--- src/hw/rtl/jhs_pkg.sv ---
// Package for the Jacobi heat stencil sweep: field widths, reset values,
// register indexes and the types that travel between its modules.
// No dependencies.
package jhs_pkg;

   localparam int VAL_W        = 23;          // Q7.16 temperature
   localparam int CELL_W       = VAL_W + 1;   // {locked, value}
   localparam int SUM_W        = VAL_W + 2;   // four values added
   localparam int CSR_IDX_W    = 2;
   localparam int CSR_DATA_W   = 23;
   localparam int COLS_W       = 11;
   localparam int ROWS_W       = 15;
   localparam int ROW_CNT_W    = 14;
   localparam int MAX_ROWS     = 16384;
   localparam int DEF_MAX_COLS = 1024;

   localparam logic [VAL_W-1:0]  EPS_RESET  = VAL_W'(6554);
   localparam logic [COLS_W-1:0] COLS_RESET = COLS_W'(1024);
   localparam logic [ROWS_W-1:0] ROWS_RESET = ROWS_W'(1024);

   typedef enum logic [CSR_IDX_W-1:0] {
      CSR_EPSILON = 2'd0,
      CSR_COLS    = 2'd1,
      CSR_ROWS    = 2'd2
   } csr_index_type;

   // Control of the accept stage as it hands its item to the window.
   typedef struct packed {
      logic fire;   // item leaves the accept stage this cycle
      logic emit;   // interior cell: gives a result
      logic last;   // final interior cell of the plate
   } a_ctl_type;

   // Stencil sums of one interior cell.
   typedef struct packed {
      logic [SUM_W-1:0] s4;
      logic [VAL_W-1:0] cv;
      logic             locked;
      logic             last;
   } sum_item_type;

endpackage

--- src/hw/rtl/jhs_update.sv ---
// Update stage of the heat sweep: new value, residual, running maximum and
// the result register. Depends on jhs_pkg.
module jhs_update (
   input  logic                         clock,
   input  logic                         reset,
   input  logic [jhs_pkg::VAL_W-1:0]    epsilon,
   input  logic                         clear_max,
   input  logic                         b_valid,
   input  jhs_pkg::sum_item_type        b_item,
   output logic                         b_take,
   output logic                         rsp_valid,
   input  logic                         rsp_ready,
   output logic [jhs_pkg::VAL_W-1:0]    rsp_new_value,
   output logic                         rsp_last_of_sweep,
   output logic                         rsp_not_steady
);

   localparam int W = jhs_pkg::VAL_W;

   logic           c_valid_ff, c_valid_in;
   logic [W-1:0]   c_nv_ff, c_nv_in;
   logic [W-1:0]   c_res_ff, c_res_in;
   logic           c_locked_ff, c_locked_in;
   logic           c_last_ff, c_last_in;
   logic [W-1:0]   max_ff, max_in;
   logic           out_valid_ff, out_valid_in;
   logic [W-1:0]   out_value_ff, out_value_in;
   logic           out_last_ff, out_last_in;
   logic           out_ns_ff, out_ns_in;
   logic           out_free;
   logic           c_take;
   logic [jhs_pkg::SUM_W-1:0] c4;
   logic [jhs_pkg::SUM_W:0]   total;
   logic [jhs_pkg::SUM_W-1:0] diff;
   logic [W-1:0]   cand;

   assign out_free = !out_valid_ff || rsp_ready;
   assign c_take   = out_free;
   assign b_take   = !c_valid_ff || c_take;

   always_comb begin
      c4    = {b_item.cv, 2'b00};
      total = (jhs_pkg::SUM_W+1)'(b_item.s4) + (jhs_pkg::SUM_W+1)'(c4);
      diff  = (c4 >= b_item.s4) ? (c4 - b_item.s4) : (b_item.s4 - c4);

      c_valid_in  = c_valid_ff;
      c_nv_in     = c_nv_ff;
      c_res_in    = c_res_ff;
      c_locked_in = c_locked_ff;
      c_last_in   = c_last_ff;
      if (b_take) begin
         c_valid_in  = b_valid;
         c_nv_in     = b_item.locked ? b_item.cv : total[W+2:3];
         c_res_in    = diff[W+1:2];
         c_locked_in = b_item.locked;
         c_last_in   = b_item.last;
      end

      cand = (!c_locked_ff && (c_res_ff > max_ff)) ? c_res_ff : max_ff;

      max_in       = max_ff;
      out_valid_in = out_valid_ff;
      out_value_in = out_value_ff;
      out_last_in  = out_last_ff;
      out_ns_in    = out_ns_ff;
      if (out_free) begin
         out_valid_in = c_valid_ff;
      end
      if (c_valid_ff && c_take) begin
         out_value_in = c_nv_ff;
         out_last_in  = c_last_ff;
         out_ns_in    = c_last_ff && (cand > epsilon);
         // drop the maximum once the plate is done
         max_in       = c_last_ff ? '0 : cand;
      end
      if (clear_max) begin
         max_in = '0;
      end
   end

   always_ff @(posedge clock) begin
      if (reset) begin
         c_valid_ff   <= 1'b0;
         max_ff       <= '0;
         out_valid_ff <= 1'b0;
      end else begin
         c_valid_ff   <= c_valid_in;
         max_ff       <= max_in;
         out_valid_ff <= out_valid_in;
      end
      c_nv_ff      <= c_nv_in;
      c_res_ff     <= c_res_in;
      c_locked_ff  <= c_locked_in;
      c_last_ff    <= c_last_in;
      out_value_ff <= out_value_in;
      out_last_ff  <= out_last_in;
      out_ns_ff    <= out_ns_in;
   end

   assign rsp_valid         = out_valid_ff;
   assign rsp_new_value     = out_value_ff;
   assign rsp_last_of_sweep = out_last_ff;
   assign rsp_not_steady    = out_ns_ff;

endmodule
--- config.mk ---
export PLATFORM = sky130hd
export DESIGN_NAME = jhs_update
export DESIGN_NICKNAME = d
export VERILOG_FILES = /design/src/hw/rtl/jhs_pkg.sv /design/src/hw/rtl/jhs_update.sv
export SDC_FILE = /design/constraint.sdc
export NUM_CORES = 1
export LEC_CHECK = 0
export BUFFER_PORTS_ARGS = -buffer_cell sky130_fd_sc_hd__buf_2
export CORE_ASPECT_RATIO = 1.75
export CORE_MARGIN = 1
export CORE_UTILIZATION = 45
export CTS_CLUSTER_SIZE = 24
export DETAILED_ROUTE_END_ITERATION = 6
export GPL_ROUTABILITY_DRIVEN = 0
export SYNTH_ARGS = -nofsm -noshare
export SYNTH_HDL_FRONTEND = slang
export SYNTH_SLANG_ARGS = --single-unit
--- constraint.sdc ---
create_clock -name clock -period 5 [get_ports clock]
set_input_delay 0.5 -clock clock [delete_from_list [all_inputs] [get_ports clock]]
set_output_delay 0.5 -clock clock [all_outputs]
set_load 0.02 [all_outputs]
Word-level counts from Yosys, hierarchy flattened
Index checks and enable logic that the tools add are counted.
{"block": "totals", "ff_bits": 98, "in_bits": 78, "output_inout_bits": 27, "elab_cells": 29}
{"block": "classes", "n_addsub": 3, "magnitude_cmp": 3, "muxes": 4, "n_reduce_logical": 9}
{"operator": "23-bit 2-to-1 mux", "count": 3}
{"operator": "25-bit subtractor", "count": 2}
{"operator": "23-bit > comparator", "count": 2}
{"operator": "25-bit by 25-bit adder with 26-bit output", "count": 1}
{"operator": "25-bit greater-or-equal comparator", "count": 1}
{"operator": "25-bit 2-to-1 mux", "count": 1}
{"operator": "1-bit logical AND", "count": 3}
{"operator": "1-bit zero test", "count": 3}
{"operator": "1-bit logical OR", "count": 2}
{"operator": "2-bit OR reduction", "count": 1}

Depth between registers and ports, before layout
{"block": "logic_depth", "depth_word": 5, "depth_mapped": 22, "ltp_nobuf": 21}

Worst setup path after synthesis
No wires, ideal clock.
{"block": "synth_timing", "path_type": "flip-flop to flip-flop", "startpoint": "register c_res_ff[4]", "endpoint": "register out_ns_ff, in the netlist rsp_not_steady, data pin", "setup_time_ns": 0.272, "arrival_ns": 3.850, "setup_slack_ns": 0.878, "path_stages_with_launch": 21, "cell_sequence": "edfxtp_1 > ha_1 > a21o_1 > a21o_1 > a21oi_1 > o21ai_0 > a21oi_1 > nor3_1 > o21ai_1 > clkbuf_1 > mux2_2 > ha_1 > a21o_1 > a21oi_1 > nor2b_1 > o21ai_0 > nand2b_1 > a21oi_1 > nor2_1 > a2111oi_0 > a21oi_1"}
{"block": "synth_between", "elab_chain_len": 5}
{"item": "start, declared", "line": "jhs_update.sv:22", "source": "logic [W-1:0] c_res_ff, c_res_in;"}
{"item": "start signal, assigned", "line": "jhs_update.sv:92", "source": "c_res_ff <= c_res_in;"}
{"item": "23-bit > comparator", "line": "jhs_update.sv:59", "source": "cand = (!c_locked_ff && (c_res_ff > max_ff)) ? c_res_ff : max_ff;"}
{"item": "1-bit logical AND", "line": "jhs_update.sv:59"}
{"item": "23-bit 2-to-1 mux (*)", "line": "jhs_update.sv:59"}
{"item": "23-bit > comparator (*)", "line": "jhs_update.sv:72", "source": "out_ns_in = c_last_ff && (cand > epsilon);"}
{"item": "1-bit logical AND (*)", "line": "jhs_update.sv:72"}
{"item": "end signal, assigned", "line": "jhs_update.sv:97", "source": "out_ns_ff <= out_ns_in;"}
{"item": "end, declared", "line": "jhs_update.sv:29", "source": "logic out_ns_ff, out_ns_in;"}
Every way passes the cells marked *; elsewhere a longest branch is shown, timed or not.
A chain may end at the register's enable or synchronous reset.

Final worst setup path
Ends and elaborated chain as after synthesis.

==> impl_metrics.py <==
metrics = {
    "worst_setup_path": {
        "path_buf_inv": 1,
        "crit_top_cell": "a21oi_1",
        "path_class": "flip-flop to flip-flop",
        "crit_slowest_cell": "o21ai_2",
        "cp-end-kind": "flip-flop",
        "start_kind": "flip-flop",
        "slowest_delay_ns": 0.63,
        "crit_chain": "ha_1 > a21o_1 > a21o_1 > a21oi_1 > o21ai_0 > a21oi_1 > nor3_1 > o21ai_2 > buf_4 > mux2_2 > ha_1 > a21oi_1 > nor2b_1 > o21ai_0 > nand2b_1 > a21oi_1 > nor2_1 > a2111oi_0 > a21oi_1",
        "cp_max_fo": 14,
        "r2r_slack_ns": 0.63,
        "required_ns": 5.09,
        "rr_startpoint": "c_res_ff[4]",
        "crit_start": "c_res_ff[4]",
        "crit_family": "compound AO/OA/AOI/OAI gates",
        "arrival_ns": 4.46,
    },
    "sta": {
        "max_slew.worst_pin.slew_ns": 1.06,
        "relSlewSlack_pct": 29.4,
        "drv_slew": 0,
        "max_freq_mhz": 229,
        "fin_ws_ns": 0.628,
        "rsz0062_at_grt": "no",
        "final.setup.tns_ns": 0,
        "post-route-period-util_pct": 87.4,
        "final-setup-viol-count": 0,
        "hold_ws_ns": 0.319,
        "period_minus_slack_ns": 4.37,
        "skew_ns": 0.0123,
        "hold_viol": 0,
    },
    "min_path": {
        "hp-class": "input port to flip-flop",
        "min-delay-start": "b_item[0]",
    },
    "clocking": {
        "root_buffer": "clkbuf_16",
        "cts_hold_buf": 0,
        "cts.clk_slew.worst_paths_ns": 0.08,
        "clockBufferDepth": 2,
        "clkLatencyLatePin_ns": 0.36,
        "cts_made_buffers": 9,
        "cts_num_sinks": 98,
        "cts_max_level": 3,
        "cts_tree": "built",
        "postCtsSetupBuffers": 0,
        "cts_resized": 0,
    },
    "synthesis": {
        "yosysMostFrequentCell": "inv_1",
        "synth-async-reset-ratio_pct": 0,
        "synth_edf_count": 73,
        "synth.distinct_cells": 71,
        "syn_nets": 1062,
        "synth_top_family_by_area": "compound AO/OA/AOI/OAI gates",
        "synth_top_cell_area_share_pct": 27.3,
        "synth-xor-area-share_pct": 4.57,
        "ys.warnings.count": 0,
        "synth_compound_area_share_pct": 20.1,
        "yosys.area_share.simple_pct": 10.8,
        "ys_ff_latch": 98,
        "avgSynthCellArea_um2": 9.26,
        "synth_commonest_cells": "115 x inv_1, 114 x ha_1, 73 x edfxtp_1, 71 x a21oi_1, 66 x nor2_1",
        "synth_flop_cell": "edfxtp_1",
        "synthAdderAreaFrac_pct": 18.2,
        "ys_seq_area_share_pct": 33.5,
        "synthCells": 868,
        "synthMuxAreaShare_pct": 5.15,
        "synth_area_leaders": "edfxtp_1 27%, ha_1 18%, dfxtp_1 6.2%",
        "synth_top_cell_by_area": "edfxtp_1",
        "syn-cell-area_mm2": 0.00804,
    },
    "finish": {
        "fin_util_pct": 51.9,
        "stdcell_area_mm2": 0.00905,
        "antenna_cells": 0,
        "final-instance-count-excl-fill": 1190,
        "drive_above_1_share_pct": 17.7,
        "syn2layout_area_growth_pct": 12.6,
        "final_nets": 1148,
    },
    "power_and_ir_drop": {
        "power_density_mw_per_mm2": 294,
        "total_power_mw": 2.66,
        "p_leak_nw": 4.19,
        "peakVddDrop_v": 0.000183,
    },
    "routing": {
        "drt-initial-drc-count": 344,
        "viasPerCell": 5.39,
        "drc": 0,
        "routedWlPerCell_um": 16.1,
        "drt-pass1-iter-count": 5,
        "drt-total-wl_um": 19200,
        "vias": 6420,
        "antenna_left": 0,
    },
    "global_routing": {
        "grt_pass1_wl_um": 30600,
        "grt.overflow.total": 0,
        "antenna_found_initial": 0,
        "grt_pass1_vias": 6178,
        "grt_max_degree": 43,
        "grt_usage_pct": 21.8,
    },
    "outcome": {
        "status": "finished clean",
    },
    "placement": {
        "place_area_mm2": 0.00875,
        "portBuffers": 104,
        "dp.final_hpwl_um": 15100,
        "pre_cts_slack_ns": 0.576,
        "placedCellCount": 1174,
    },
    "floorplan": {
        "dieHeight_um": 179,
        "initial_core_util_pct": 46.1,
        "top_level_ports": 105,
        "core_mm2": 0.0175,
        "dieArea_mm2": 0.0184,
        "rows": 64,
        "die_w_um": 103,
    },
    "run": {
        "cap_viol_max_count": 0,
    },
}
==> state kept, by name, indices dropped and copies added (netlist names) <==
register           cells
c_nv_ff               23
c_res_ff              23
max_ff                23
rsp_new_value         23
c_last_ff              1
c_locked_ff            1
c_valid_ff             1
rsp_last_of_sweep      1
rsp_not_steady         1
rsp_valid              1
==> kinds of logic after synthesis <==
kind of cell | count (synthesis)
AOI/OAI and AO/OA | 244
and+or+nand+nor | 179
buffers and inverters | 151
adders and majority gates | 116
DFF | 98
xor gates and xnor gates | 42
muxes | 38
==> power by group <==
group | internal [mW] | leakage (nW) | switching, mW
combinational | 0.391 | 3.09 | 0.492
clock | 0.379 | 0.148 | 0.342
sequential | 1.00 | 0.948 | 0.0578
==> routing by layer <==
layer / vias up / wire, um / track usage [%]
met1: 3043 / 8040 / 25.4
met3: 26 / 471 / 2.30
met2: 116 / 10200 / 40.6
li1: 3235 / - / -
met4: 0 / 410 / 7.45
met5: - / 0 / 0
==> cell type report <==
cell class	instances	area (um^2)
clock buffer	10	250
clock inverter	6	56.3
fill	1693	8400
inverter	116	435
multi-input combinational	619	4750
sequential	98	2690
tap	231	289
timing repair buffer	110	578
==> final timing paths <==
check,cells past startpoint,to
setup reg to reg,19,rsp_not_steady
hold reg to reg,0,rsp_new_value[14]
setup / recovery,19,rsp_not_steady
hold / removal,1,c_last_ff
==> placed cells by master (no fill, tap or decap), types with 3 or more instances in the layout <==
master,instances
nor2_1,65
xnor2_1,32
a21o_1,33
clkbuf_16,10
o21bai_1,7
xor2_1,10
a21oi_1,71
a211o_1,3
buf_4,5
a22o_1,23
ha_1,114
o21a_1,6
nor2b_1,11
a311oi_1,5
nand3_1,10
or3_1,6
o21ai_0,46
o31ai_1,4
inv_1,115
edfxtp_1,73
nor3_1,10
mux2i_1,11
or2_2,3
dfxtp_1,25
nor4_1,3
nand4_1,14
mux2_2,25
o21ai_1,5
o211ai_1,6
a211oi_1,3
nand2_1,33
nand2b_1,10
buf_2,104
a31oi_1,6
Note: power is estimated with default switching activity, not from simulation.
