## config.mk

```make
export PLATFORM = sky130hd
export DESIGN_NAME = jhs_window
export DESIGN_NICKNAME = d
export VERILOG_FILES = /design/src/hw/rtl/jhs_pkg.sv /design/src/hw/rtl/jhs_window.sv
export SDC_FILE = /design/constraint.sdc
export NUM_CORES = 1
export LEC_CHECK = 0
export BUFFER_PORTS_ARGS = -buffer_cell sky130_fd_sc_hd__buf_2
export CAP_MARGIN = 20
export CELL_PAD_IN_SITES_DETAIL_PLACEMENT = 0
export CELL_PAD_IN_SITES_GLOBAL_PLACEMENT = 1
export CORE_UTILIZATION = 40
export CTS_CLUSTER_DIAMETER = 100
export DETAILED_ROUTE_END_ITERATION = 12
export GPL_TIMING_DRIVEN = 0
export PLACE_DENSITY = 0.75
export SLEW_MARGIN = 20
export SYNTH_ARGS = -nofsm -noshare
export SYNTH_HDL_FRONTEND = slang
export SYNTH_SLANG_ARGS = --single-unit
```

## constraint.sdc

```tcl
create_clock -name clock -period 3.68 [get_ports clock]
set_input_delay 0.736 -clock clock [delete_from_list [all_inputs] [get_ports clock]]
set_output_delay 0.736 -clock clock [all_outputs]
set_load 0.1 [all_outputs]
```

## src/hw/rtl/jhs_pkg.sv

```systemverilog
// Package for the Jacobi heat stencil sweep: field widths, reset values,
// register indexes and the types that travel between its modules.
// No dependencies.
package jhs_pkg;

   localparam int VAL_W        = 23;          // Q7.16 temperature
   localparam int CELL_W       = VAL_W + 1;   // {locked, value}
   localparam int SUM_W        = VAL_W + 2;   // four values added
   localparam int CSR_IDX_W    = 2;
   localparam int CSR_DATA_W   = 23;
   localparam int COLS_W       = 11;
   localparam int ROWS_W       = 15;
   localparam int ROW_CNT_W    = 14;
   localparam int MAX_ROWS     = 16384;
   localparam int DEF_MAX_COLS = 1024;

   localparam logic [VAL_W-1:0]  EPS_RESET  = VAL_W'(6554);
   localparam logic [COLS_W-1:0] COLS_RESET = COLS_W'(1024);
   localparam logic [ROWS_W-1:0] ROWS_RESET = ROWS_W'(1024);

   typedef enum logic [CSR_IDX_W-1:0] {
      CSR_EPSILON = 2'd0,
      CSR_COLS    = 2'd1,
      CSR_ROWS    = 2'd2
   } csr_index_type;

   // Control of the accept stage as it hands its item to the window.
   typedef struct packed {
      logic fire;   // item leaves the accept stage this cycle
      logic emit;   // interior cell: gives a result
      logic last;   // final interior cell of the plate
   } a_ctl_type;

   // Stencil sums of one interior cell.
   typedef struct packed {
      logic [SUM_W-1:0] s4;
      logic [VAL_W-1:0] cv;
      logic             locked;
      logic             last;
   } sum_item_type;

endpackage

```

## src/hw/rtl/jhs_window.sv

```systemverilog
// Stencil window registers and the sum stage of the heat sweep.
// Depends on jhs_pkg.
module jhs_window (
   input  logic                         clock,
   input  logic                         reset,
   input  jhs_pkg::a_ctl_type           a_ctl,
   input  logic [jhs_pkg::CELL_W-1:0]   a_cell,
   input  logic [jhs_pkg::CELL_W-1:0]   up1,
   input  logic [jhs_pkg::CELL_W-1:0]   up2,
   input  logic                         b_take,
   output logic                         b_free,
   output logic                         b_valid,
   output jhs_pkg::sum_item_type        b_item
);

   // Only four window places feed the next stencil: north, west, centre, south.
   logic [jhs_pkg::VAL_W-1:0]  w_north_ff, w_north_in;
   logic [jhs_pkg::VAL_W-1:0]  w_west_ff,  w_west_in;
   logic [jhs_pkg::CELL_W-1:0] w_ctr_ff,   w_ctr_in;
   logic [jhs_pkg::VAL_W-1:0]  w_south_ff, w_south_in;
   logic                       b_valid_ff, b_valid_in;
   jhs_pkg::sum_item_type      b_item_ff,  b_item_in;

   always_comb begin
      w_north_in = w_north_ff;
      w_west_in  = w_west_ff;
      w_ctr_in   = w_ctr_ff;
      w_south_in = w_south_ff;
      b_valid_in = b_valid_ff;
      b_item_in  = b_item_ff;
      if (a_ctl.fire) begin
         w_north_in = up2[jhs_pkg::VAL_W-1:0];
         w_west_in  = w_ctr_ff[jhs_pkg::VAL_W-1:0];
         w_ctr_in   = up1;
         w_south_in = a_cell[jhs_pkg::VAL_W-1:0];
         b_valid_in = a_ctl.emit;
         // After the shift: N = old north, S = old south, W = old west,
         // E = row above just read, centre = old centre.
         b_item_in.s4 = jhs_pkg::SUM_W'(w_north_ff) + jhs_pkg::SUM_W'(w_south_ff)
                      + jhs_pkg::SUM_W'(w_west_ff)
                      + jhs_pkg::SUM_W'(up1[jhs_pkg::VAL_W-1:0]);
         b_item_in.cv     = w_ctr_ff[jhs_pkg::VAL_W-1:0];
         b_item_in.locked = w_ctr_ff[jhs_pkg::VAL_W];
         b_item_in.last   = a_ctl.last;
      end else if (b_take) begin
         b_valid_in = 1'b0;
      end
   end

   always_ff @(posedge clock) begin
      if (reset) begin
         w_north_ff <= '0;
         w_west_ff  <= '0;
         w_ctr_ff   <= '0;
         w_south_ff <= '0;
         b_valid_ff <= 1'b0;
      end else begin
         w_north_ff <= w_north_in;
         w_west_ff  <= w_west_in;
         w_ctr_ff   <= w_ctr_in;
         w_south_ff <= w_south_in;
         b_valid_ff <= b_valid_in;
      end
      b_item_ff <= b_item_in;
   end

   assign b_free  = !b_valid_ff || b_take;
   assign b_valid = b_valid_ff;
   assign b_item  = b_item_ff;

endmodule

```

* Yosys cells after proc, flatten, opt, wreduce, memory -nomap -nowiden *
Index checks and enable logic that the tools add are counted.

storage, ports and cells
  latch bits = 0
  logic and storage cells = 17
  RAM bits = 0
  ROM bits = 0
  flip-flop bits (word level) = 144
  memories = 0
  output and inout port bits = 52

cells by class
  shifts and indexed selects = 0
  add/sub/neg operators = 3
  bitwise operators = 0
  eq/ne operators = 0
  multiplexer cells = 2
  reduce and logical (&&, ||, !) cells = 3
  $lt $le $gt $ge = 0
  multiply operators = 0
  divide/modulo/power cells = 0

operator list
  kind                     number
  adder 24 x 23 -> 25 bit  1
  adder 25 x 23 -> 25 bit  1
  adder 23 x 23 -> 24 bit  1
  2-to-1 mux 1 bit         2
  nonzero test 2 bit       1
  logical NOT 1 bit        1
  logical OR 1 bit         1

* Depth between registers and ports, before layout *
Gate-level depths: netlist (run 1).

  word-level depth = 3
  gate-level depth with buffers = 12
  depth with buffers taken out = 12

* Worst setup path after synthesis (run 1) *
No wires, ideal clock.

  path type = in2reg
  start = input port up1[1] (netlist name)
  end = register b_item_ff, in the netlist b_item[48] (data pin)
  data required time = 3420 ps
  arrival = 3508 ps
  setup slack = -88 ps
  stages on the path = 12
  buffers on the path = 0
  setup time = 260 ps
  cell sequence = inv_1 fa_1 fa_1 inv_1 ha_1 fa_1 a21o_1 a22o_1 o311a_4 a31oi_4 o21ai_2 xor2_1

on the way
  cells in the longest elaborated chain, start to end = 1

RTL lines
  element                  RTL line          RTL
  start, declared          jhs_window.sv:8   input logic [jhs_pkg::CELL_W-1:0] up1,
  adder 25 x 23 -> 25 bit  jhs_window.sv:41  + jhs_pkg::SUM_W'(up1[jhs_pkg::VAL_W-1:0]);
  end signal, assigned     jhs_window.sv:64  b_item_ff <= b_item_in;
  end, declared            jhs_window.sv:22  jhs_pkg::sum_item_type b_item_ff, b_item_in;

Every way passes these cells.
A chain may end at the register's enable or synchronous reset.

* Worst setup path after layout (run 1) *
  start = input port up1[1] (netlist name)
  end = register b_item_ff, in the netlist b_item[38] (data pin)

Same word-level chain as after synthesis.

==> results of run 1 <==
## power by group
part / leakage, nW / switching, W / internal (W)
logic: 2.66 / 0.00129 / 0.000458
clock network: 0.280 / 0.000687 / 0.00104
registers: 1.27 / 0.0000589 / 0.00184
total: 4.21 / 0.00204 / 0.00333
## area by class of cell
| class | instances | share of cell area |
|---|---|---|
| timing repair buffer | 128 | 0.0729 |
| clock inverter | 13 | 0.0152 |
| tap | 229 | 0.0319 |
| multi-input combinational | 398 | 0.384 |
| inverter | 131 | 0.0548 |
| clock buffer | 19 | 0.0506 |
| buffer | 29 | 0.0135 |
| sequential | 144 | 0.377 |
## registers in the layout (all words and copies together) (netlist names)
| name | count |
|---|---|
| w_ctr_ff | 24 |
| w_south_ff | 23 |
| w_west_ff | 23 |
| b_item | 50 |
| w_north_ff | 23 |
| b_valid | 1 |
## critical path, cell delays in order
cell,delay [ps]
sky130_fd_sc_hd__buf_6,70
sky130_fd_sc_hd__inv_2,30
sky130_fd_sc_hd__fa_1,490
sky130_fd_sc_hd__fa_1,510
sky130_fd_sc_hd__inv_2,50
sky130_fd_sc_hd__ha_4,160
sky130_fd_sc_hd__fa_2,370
sky130_fd_sc_hd__a21o_1,240
sky130_fd_sc_hd__a221oi_4,310
sky130_fd_sc_hd__nor2_2,100
sky130_fd_sc_hd__o31ai_4,300
sky130_fd_sc_hd__o21bai_1,130
sky130_fd_sc_hd__xor2_1,190
## synth_stat cells (all sizes together), types with 9 or more instances
library cell    n  area [um^2]
inv           131          492
nor2          108          405
dfxtp          94         1880
mux2i          94          941
edfxtp         50         1500
fa             46          921
ha             24          300
a21oi          18         90.1
nand2          18         67.6
clkbuf         17         63.8
o21ai          13         72.6
xnor2          13          114
buf            12         57.6
a21o            9         67.6
nand3           9         45.0
## cell families (layout without fill, tap and decap cells)
kind of cell,count (synthesis),in the layout,share of synthesized area
AND/OR/NAND/NOR,151,151,0.0845
AO/OA/AOI/OAI,63,63,0.0603
adder cells (fa/ha/maj),70,70,0.165
multiplexers,94,94,0.127
flip-flops,144,144,0.457
XOR/XNOR,20,20,0.0237
buffers and inverters,160,320,0.0828
## repair_timing
| action | 4_1_cts | 5_1_grt |
|---|---|---|
| endpoints found under the setup margin | 0 | 3 |
| setup buffers | 0 | 2 |
| resized for setup | 0 | 9 |
## through the flow
stage / setup TNS (ps) / power [W] / std cells / utilization / setup slack, ps
2_1_floorplan: 0 / 0.00333 / 702 / - / 6.00
6_report: 0 / 0.00537 / 1091 / 0.498 / 142
5_1_grt: 0 / 0.00564 / 1091 / 0.498 / 14.6
4_1_cts: 0 / 0.00541 / 1089 / 0.495 / 29.4
3_5_place_dp: -2540 / 0.00367 / 1057 / 0.462 / -407
3_3_place_gp: -2630 / 0.00366 / 1057 / 0.462 / -412
## how the worst min path moves through the flow
stage          depth (start not counted)        end  slack (ps)
6_report                               0  b_item[1]         430
5_1_grt                                0  b_item[1]         450
4_1_cts                                0  b_item[1]         440
3_5_place_dp                           0  b_item[1]         420
3_3_place_gp                           0  b_item[1]         410
2_1_floorplan                          0  b_item[1]         410
## layer usage
metal  GRT usage  vias up  wire length, um
li1            -     2556                -
met1       0.250     2333             8240
met2       0.277      126             7160
met3      0.0339       14              580
met4      0.0602        0              210
met5           0        -                0
==> results.json, run 1 <==
{
  "run_status": "finished clean",
  "aggregate_global_route_resource_usage": 0.178,
  "num_rows": 49,
  "rr_endpoint": "b_item[38]",
  "number_of_drc_markers_after_the_initial_detailed_route_iteration": 191,
  "p_leak_nw": 4.21,
  "syn_nets": 850,
  "drcViolationCount": 0,
  "synth_seq_cells": 144,
  "routed_wl_um": 16200,
  "floorplan.die.height_um": 138,
  "floorplan.core_area_um2": 18000,
  "detail-route-antenna-nets": 0,
  "finClkSkew_ps": 10.7,
  "fraction_of_layout_cells_with_a_size_suffix_above_1": 0.213,
  "grt_antenna_before_repair": 0,
  "io_pins": 130,
  "finalHoldViolations": 0,
  "reg2regPathDepth": 12,
  "worst_slew_pin_slew_ps": 798,
  "synth_edf_count": 50,
  "layout.cells.most_common": "sky130_fd_sc_hd__buf_2",
  "clk_root_buffer_cell": "sky130_fd_sc_hd__clkbuf_16",
  "cp_max_fo": 3,
  "detail_route.wl_per_cell_um": 14.8,
  "fill_cells": 1724,
  "grt_pass1_vias": 5057,
  "arrival_ps": 3690,
  "area_growth_pct": 21.2,
  "grt_max_degree": 52,
  "antenna_cells": 0,
  "postSynthCellCount": 702,
  "rsz0062_at_grt": "no",
  "crit_type": "input pin to register",
  "min-delay-path-class": "register to register",
  "synth_sequential_area_ratio": 0.457,
  "r2r_setup_slack_ps": 190,
  "startpoint": "up1[1]",
  "tritoncts": "done",
  "clock_path_buffers": 2,
  "cts_hold_repair.buffers": 0,
  "final_gp_congestion": 0.857,
  "ys_async_sr_fraction": 0,
  "timing.max_cap.violations": 0,
  "minimum_hold_slack_ps": 434,
  "fmaxAchievable_mhz": 283,
  "final_cell_mix": "134 x sky130_fd_sc_hd__buf_2, 129 x sky130_fd_sc_hd__inv_1, 107 x sky130_fd_sc_hd__nor2_1",
  "htree_levels": 4,
  "postSynth.topFlopCell": "sky130_fd_sc_hd__dfxtp_1",
  "synth-warning-count": 0,
  "min_period_ps": 3540,
  "report.final.slew_viol_count": 0,
  "die_w_um": 138,
  "area_used_by_multi_input_combinational_logic_um2": 3450,
  "cts.reportedPaths.clkPinSlew_ps": 60,
  "route.detailed.vias_per_inst": 4.61,
  "number_of_buffers_inserted_during_clock_tree_synthesis": 17,
  "ff_latch_area_um2": 3380,
  "synth_cell_type_count": 44,
  "first_pass_grt_wire_length_um": 26300,
  "reg2reg_from": "w_north_ff[1]",
  "drt-pass1-iter-count": 4,
  "power.density_nw_per_um2": 598,
  "dp_hpwl_um": 12100,
  "min_period_over_period": 0.961,
  "port-buffer-count": 126,
  "clk-insertion-delay-late_ps": 420,
  "routed-via-count": 5029,
  "die_area_um2": 19100,
  "setup-violations-final": 0,
  "timing.slew.headroom": 0.468,
  "initial_util": 0.411,
  "peak_ir_drop_on_the_vdd_network_mv": 0.376,
  "grt_overflow": 0,
  "cts_num_sinks": 144,
  "timing.critical_path.to_type": "register",
  "timing.critical_path.from_type": "input pin",
  "destination_of_the_critical_timing_path": "b_item[38]",
  "worstHoldStart": "w_ctr_ff[23]",
  "post-route-cell-area_um2": 8970,
  "finalNetCount": 997,
  "placed_cell_area_um2": 8330,
  "avgSynthCellArea_um2": 10.5,
  "netlist_area_um2": 7410,
  "worst_ep_required_time_ps": 3840
}
Note: power is estimated with default switching activity, not from simulation.
==> run 2, diff against run 1 <==
--- a/config.mk
+++ b/config.mk
@@ -5,7 +5,7 @@
 export SDC_FILE = /design/constraint.sdc
 export NUM_CORES = 1
 export LEC_CHECK = 0
-export BUFFER_PORTS_ARGS = -buffer_cell sky130_fd_sc_hd__buf_2
+export BUFFER_PORTS_ARGS = -buffer_cell sky130_fd_sc_hd__buf_4
 export CAP_MARGIN = 20
 export CELL_PAD_IN_SITES_DETAIL_PLACEMENT = 0
 export CELL_PAD_IN_SITES_GLOBAL_PLACEMENT = 1
==> results.json, run 2 (synthesized netlist as in run 1, its figures left out) <==
{
  "floorplan.die.height_um": 138,
  "initial_util": 0.411,
  "cts_hold_repair.buffers": 0,
  "num_rows": 49,
  "placed_cell_area_um2": 8640,
  "report.final.slew_viol_count": 0,
  "min_period_over_period": 0.968,
  "place_worst_setup_slack_ps": -430,
  "aggregate_global_route_resource_usage": 0.191,
  "die_area_um2": 19100,
  "p_leak_nw": 4.29,
  "rsz0062_at_grt": "yes",
  "fraction_of_layout_cells_with_a_size_suffix_above_1": 0.207,
  "fin_ws_ps": 117,
  "io_pins": 130,
  "drt-pass1-iter-count": 5,
  "min-delay-path-class": "register to register",
  "finalHoldViolations": 0,
  "dp_hpwl_um": 12800,
  "final_cell_mix": "131 x sky130_fd_sc_hd__inv_1, 126 x sky130_fd_sc_hd__buf_4, 108 x sky130_fd_sc_hd__nor2_1",
  "fmaxAchievable_mhz": 281,
  "grt_antenna_before_repair": 0,
  "die_w_um": 138,
  "cp_slowest_cell": "sky130_fd_sc_hd__fa_1",
  "fill_cells": 1644,
  "clk-insertion-delay-late_ps": 420,
  "routed-via-count": 5169,
  "peak_ir_drop_on_the_vdd_network_mv": 0.456,
  "arrival_ps": 3730,
  "power.density_nw_per_um2": 584,
  "grt_pass1_vias": 5461,
  "floorplan.core_area_um2": 18000,
  "finClkSkew_ps": 8.09,
  "crit_type": "input pin to register",
  "clk_root_buffer_cell": "sky130_fd_sc_hd__clkbuf_16",
  "detail_route.wl_per_cell_um": 15.8,
  "port-buffer-count": 126,
  "grt_max_degree": 52,
  "antenna_cells": 0,
  "worst_ep_required_time_ps": 3850,
  "run_status": "finished clean",
  "finalNetCount": 995,
  "post-route-cell-area_um2": 9230,
  "drcViolationCount": 0,
  "timing.critical_path.from_type": "input pin",
  "number_of_drc_markers_after_the_initial_detailed_route_iteration": 218,
  "tritoncts": "done",
  "timing.max_cap.violations": 0,
  "layout.cells.most_common": "sky130_fd_sc_hd__inv_1",
  "timing.critical_path.to_type": "register",
  "final_gp_congestion": 0.827,
  "clock_path_buffers": 2,
  "number_of_buffers_inserted_during_clock_tree_synthesis": 17,
  "crit_path_cell_trace": "buf_4, inv_1, fa_1, fa_1, inv_1, ha_1, fa_2, a21o_1, a22o_1, o311a_4, a31oi_4, o21ai_2, xor2_1",
  "minimum_hold_slack_ps": 451,
  "first_pass_grt_wire_length_um": 28200,
  "area_growth_pct": 24.6,
  "detail-route-antenna-nets": 0,
  "worst_slew_pin_slew_ps": 757,
  "cts_num_sinks": 144,
  "cp_max_fo": 4,
  "routed_wl_um": 17200,
  "cts.reportedPaths.clkPinSlew_ps": 60,
  "htree_levels": 4,
  "largest_register_ff_count": 50,
  "min_period_ps": 3560,
  "grt_overflow": 0,
  "timing.slew.headroom": 0.496,
  "route.detailed.vias_per_inst": 4.75,
  "setup-violations-final": 0,
  "critical-path-max-stage-delay_ps": 510
}
## run 2: worst paths after layout
path	startpoint	endpoint	slack [ps]	cells after the start
max	up1[1]	b_item[48]	120	13
min	w_ctr_ff[23]	b_item[1]	450	0
max reg2reg	w_west_ff[1]	b_item[48]	150	12
min reg2reg	w_ctr_ff[23]	b_item[1]	450	0
## run 2: layout make-up
class,count,area (um^2),area share
sequential,144,3380,0.367
tap,229,287,0.0310
clock inverter,12,108,0.0117
multi-input combinational,398,3440,0.372
timing repair buffer,126,946,0.102
inverter,131,492,0.0533
clock buffer,20,458,0.0496
buffer,29,121,0.0131
## run 2: power breakdown
| group | leakage [nW] | switching [W] | total (W) | internal (W) |
|---|---|---|---|---|
| combinational | 2.75 | 0.00130 | 0.00183 | 0.000528 |
| clock | 0.268 | 0.000683 | 0.00165 | 0.000971 |
| sequential | 1.27 | 0.0000662 | 0.00191 | 0.00184 |
| total | 4.29 | 0.00205 | 0.00539 | 0.00334 |
## run 2: per-layer routing
metal  up-vias  routed length [um]  global-route usage
li1       2549                   -                   -
met1      2463                8130               0.254
met2       138                7990               0.309
met3        19                 844              0.0416
met4         0                 241              0.0607
met5         -                   0                   0
## run 2: worst max-delay path, delay by kind of cell
kind                     cells  cell delay, ps
buffers and inverters        3             220
adder cells (fa/ha/maj)      4            1540
AO/OA/AOI/OAI                5            1090
XOR/XNOR                     1             140
## run 2: stage by stage
step / utilization / TNS [ps] / power [W] / cells
after floorplan: - / 0 / 0.00333 / 702
after global placement: 0.479 / -2640 / 0.00375 / 1057
after detailed placement: 0.479 / -2710 / 0.00376 / 1057
after CTS: 0.511 / 0 / 0.00543 / 1089
after global routing: 0.512 / -14.3 / 0.00566 / 1089
final: 0.512 / 0 / 0.00539 / 1089
## run 2: timing repair
action / CTS / global route
setup buffers: 0 / 0
endpoints found under the hold margin: 0 / 0
resized for setup: 0 / 3
setup endpoints to repair: 0 / 4
==> run 3, diff against run 2 <==
--- a/config.mk
+++ b/config.mk
@@ -9,11 +9,12 @@
 export CAP_MARGIN = 20
 export CELL_PAD_IN_SITES_DETAIL_PLACEMENT = 0
 export CELL_PAD_IN_SITES_GLOBAL_PLACEMENT = 1
-export CORE_UTILIZATION = 40
+export CORE_UTILIZATION = 45
+export CTS_BUF_LIST = sky130_fd_sc_hd__clkbuf_8
 export CTS_CLUSTER_DIAMETER = 100
 export DETAILED_ROUTE_END_ITERATION = 12
 export GPL_TIMING_DRIVEN = 0
-export PLACE_DENSITY = 0.75
+export PLACE_DENSITY = 0.8
 export SLEW_MARGIN = 20
 export SYNTH_ARGS = -nofsm -noshare
 export SYNTH_HDL_FRONTEND = slang
==> constraint.sdc (replaced) <==
create_clock -name clock -period 3.9 [get_ports clock]
set_input_delay 0.78 -clock clock [delete_from_list [all_inputs] [get_ports clock]]
set_output_delay 0.78 -clock clock [all_outputs]
set_load 0.1 [all_outputs]
==> results.json, run 3 (synthesized netlist as in run 1, its figures left out) <==
{
  "run_status": "finished clean",
  "rsz0062_at_grt": "no",
  "cts_hold_repair.buffers": 0,
  "antenna_cells": 0,
  "fin_util": 0.565,
  "setup-violations-final": 0,
  "floorplan.core_area_um2": 16000,
  "r2r_setup_slack_ps": 260,
  "timing.critical_path.from_type": "input pin",
  "peak_ir_drop_on_the_vdd_network_mv": 0.299,
  "min-delay-path-class": "register to register",
  "timing.hold.worst_path_depth": 0,
  "die_w_um": 130,
  "timing.critical_path.buf_inv": 3,
  "crit_type": "input pin to register",
  "cpLargestDelayFamily": "adder cells",
  "min_period_over_period": 0.960,
  "number_of_drc_markers_after_the_initial_detailed_route_iteration": 167,
  "worst_slew_pin_slew_ps": 744,
  "cts_num_sinks": 144,
  "dp_hpwl_um": 12500,
  "crit_path_cell_trace": "buf_4, inv_1, fa_1, fa_1, inv_1, ha_1, fa_1, a21o_1, a221oi_2, nor2_1, o31ai_4, o21ai_1, xor2_1",
  "timing.critical_path.to_type": "register",
  "area_growth_pct": 22.0,
  "number_of_buffers_inserted_during_clock_tree_synthesis": 17,
  "reg2regPathDepth": 12,
  "final_cell_mix": "133 x sky130_fd_sc_hd__inv_1, 126 x sky130_fd_sc_hd__buf_4, 108 x sky130_fd_sc_hd__nor2_1",
  "routed_wl_um": 16500,
  "fill_cells": 1433,
  "drt-pass1-iter-count": 4,
  "die_area_um2": 17000,
  "finClkSkew_ps": 9.01,
  "largest_register_ff_count": 50,
  "report.final.slew_viol_count": 0,
  "clk-insertion-delay-late_ps": 450,
  "timing.slew.headroom": 0.504,
  "htree_levels": 4,
  "detail-route-antenna-nets": 0,
  "timing.max_cap.violations": 0,
  "minimum_hold_slack_ps": 439,
  "worst_path_most_repeated_cell": "sky130_fd_sc_hd__fa_1",
  "arrival_ps": 3940,
  "final_gp_congestion": 0.805,
  "routed-via-count": 5140,
  "fmaxAchievable_mhz": 267,
  "finalNetCount": 995,
  "port-buffer-count": 126,
  "num_rows": 46,
  "cp_slowest_cell": "sky130_fd_sc_hd__fa_1",
  "grt_pass1_vias": 5295,
  "first_pass_grt_wire_length_um": 25900,
  "worst-path-stages": 13,
  "drcViolationCount": 0,
  "finalHoldViolations": 0,
  "clock_path_buffers": 2,
  "power.density_nw_per_um2": 524,
  "grt_antenna_before_repair": 0,
  "worst_ep_required_time_ps": 4100,
  "fraction_of_layout_cells_with_a_size_suffix_above_1": 0.204,
  "route.detailed.vias_per_inst": 4.78,
  "clk_root_buffer_cell": "sky130_fd_sc_hd__clkbuf_8",
  "grt_overflow": 0,
  "initial_util": 0.463,
  "aggregate_global_route_resource_usage": 0.207,
  "ff_latch_area_um2": 3380,
  "cts.reportedPaths.clkPinSlew_ps": 80,
  "critical-path-max-stage-delay_ps": 520,
  "area_used_by_multi_input_combinational_logic_um2": 3420,
  "tritoncts": "done",
  "min_period_ps": 3740,
  "detail_route.wl_per_cell_um": 15.4,
  "floorplan.die.height_um": 130,
  "layout.cells.most_common": "sky130_fd_sc_hd__inv_1",
  "p_leak_nw": 4.24,
  "cp_max_fo": 3,
  "grt_max_degree": 52,
  "io_pins": 130
}
==> run 3: worst register-to-register path: cells and delay by family (launching register included) <==
family / cells / cell delay [ps]
adders and majority gates: 4 / 1630
AOI/OAI and AO/OA: 4 / 1040
DFF: 1 / 330
xor gates and xnor gates: 1 / 150
and+or+nand+nor: 1 / 130
buffers and inverters: 2 / 110
==> run 3: report_power, final <==
part,switching (W),internal [W]
Clock,0.000568,0.000657
Sequential,0.0000599,0.00173
Combinational,0.00122,0.000495
Total,0.00185,0.00289
==> run 3: layout make-up <==
cell class                 count  area share
timing repair buffer         126       0.105
tap                          216      0.0299
multi-input combinational    398       0.378
clock buffer                  19      0.0289
buffer                        29      0.0134
inverter                     131      0.0544
sequential                   144       0.375
clock inverter                12      0.0157
==> run 3: final timing paths <==
| kind | to | from |
|---|---|---|
| setup reg to reg | b_item[46] | w_north_ff[1] |
| hold reg to reg | b_item[1] | w_ctr_ff[23] |
| hold / removal | b_item[1] | w_ctr_ff[23] |
| setup / recovery | b_item[46] | up1[1] |
==> run 3: repair_timing <==
item | 4_1_cts | 5_1_grt
buffers inserted | 0 | 0
endpoints found under the setup margin | 0 | 1
hold endpoints to repair | 0 | 0
resized for setup | 0 | 1
==> run 3: routing by layer <==
metal / share of wire / track usage / vias to the layer above
met4: 0.014 / 0.0629 / 0
met2: 0.47 / 0.346 / 120
met1: 0.47 / 0.262 / 2449
met5: 0 / 0 / -
met3: 0.047 / 0.0541 / 18
li1: - / - / 2553
==> run 3: through the flow <==
stage               worst slack (ps)  total power [W]  cell area (um^2)  TNS [ps]  cells
floorplan                       88.5          0.00314              7410         0    702
global placement                -299          0.00353              8620     -1210   1044
detailed placement              -319          0.00355              8620     -1350   1044
CTS                              174          0.00478              9020         0   1075
global route                    15.7          0.00498              9030         0   1075
finish                           155          0.00473              9030         0   1075
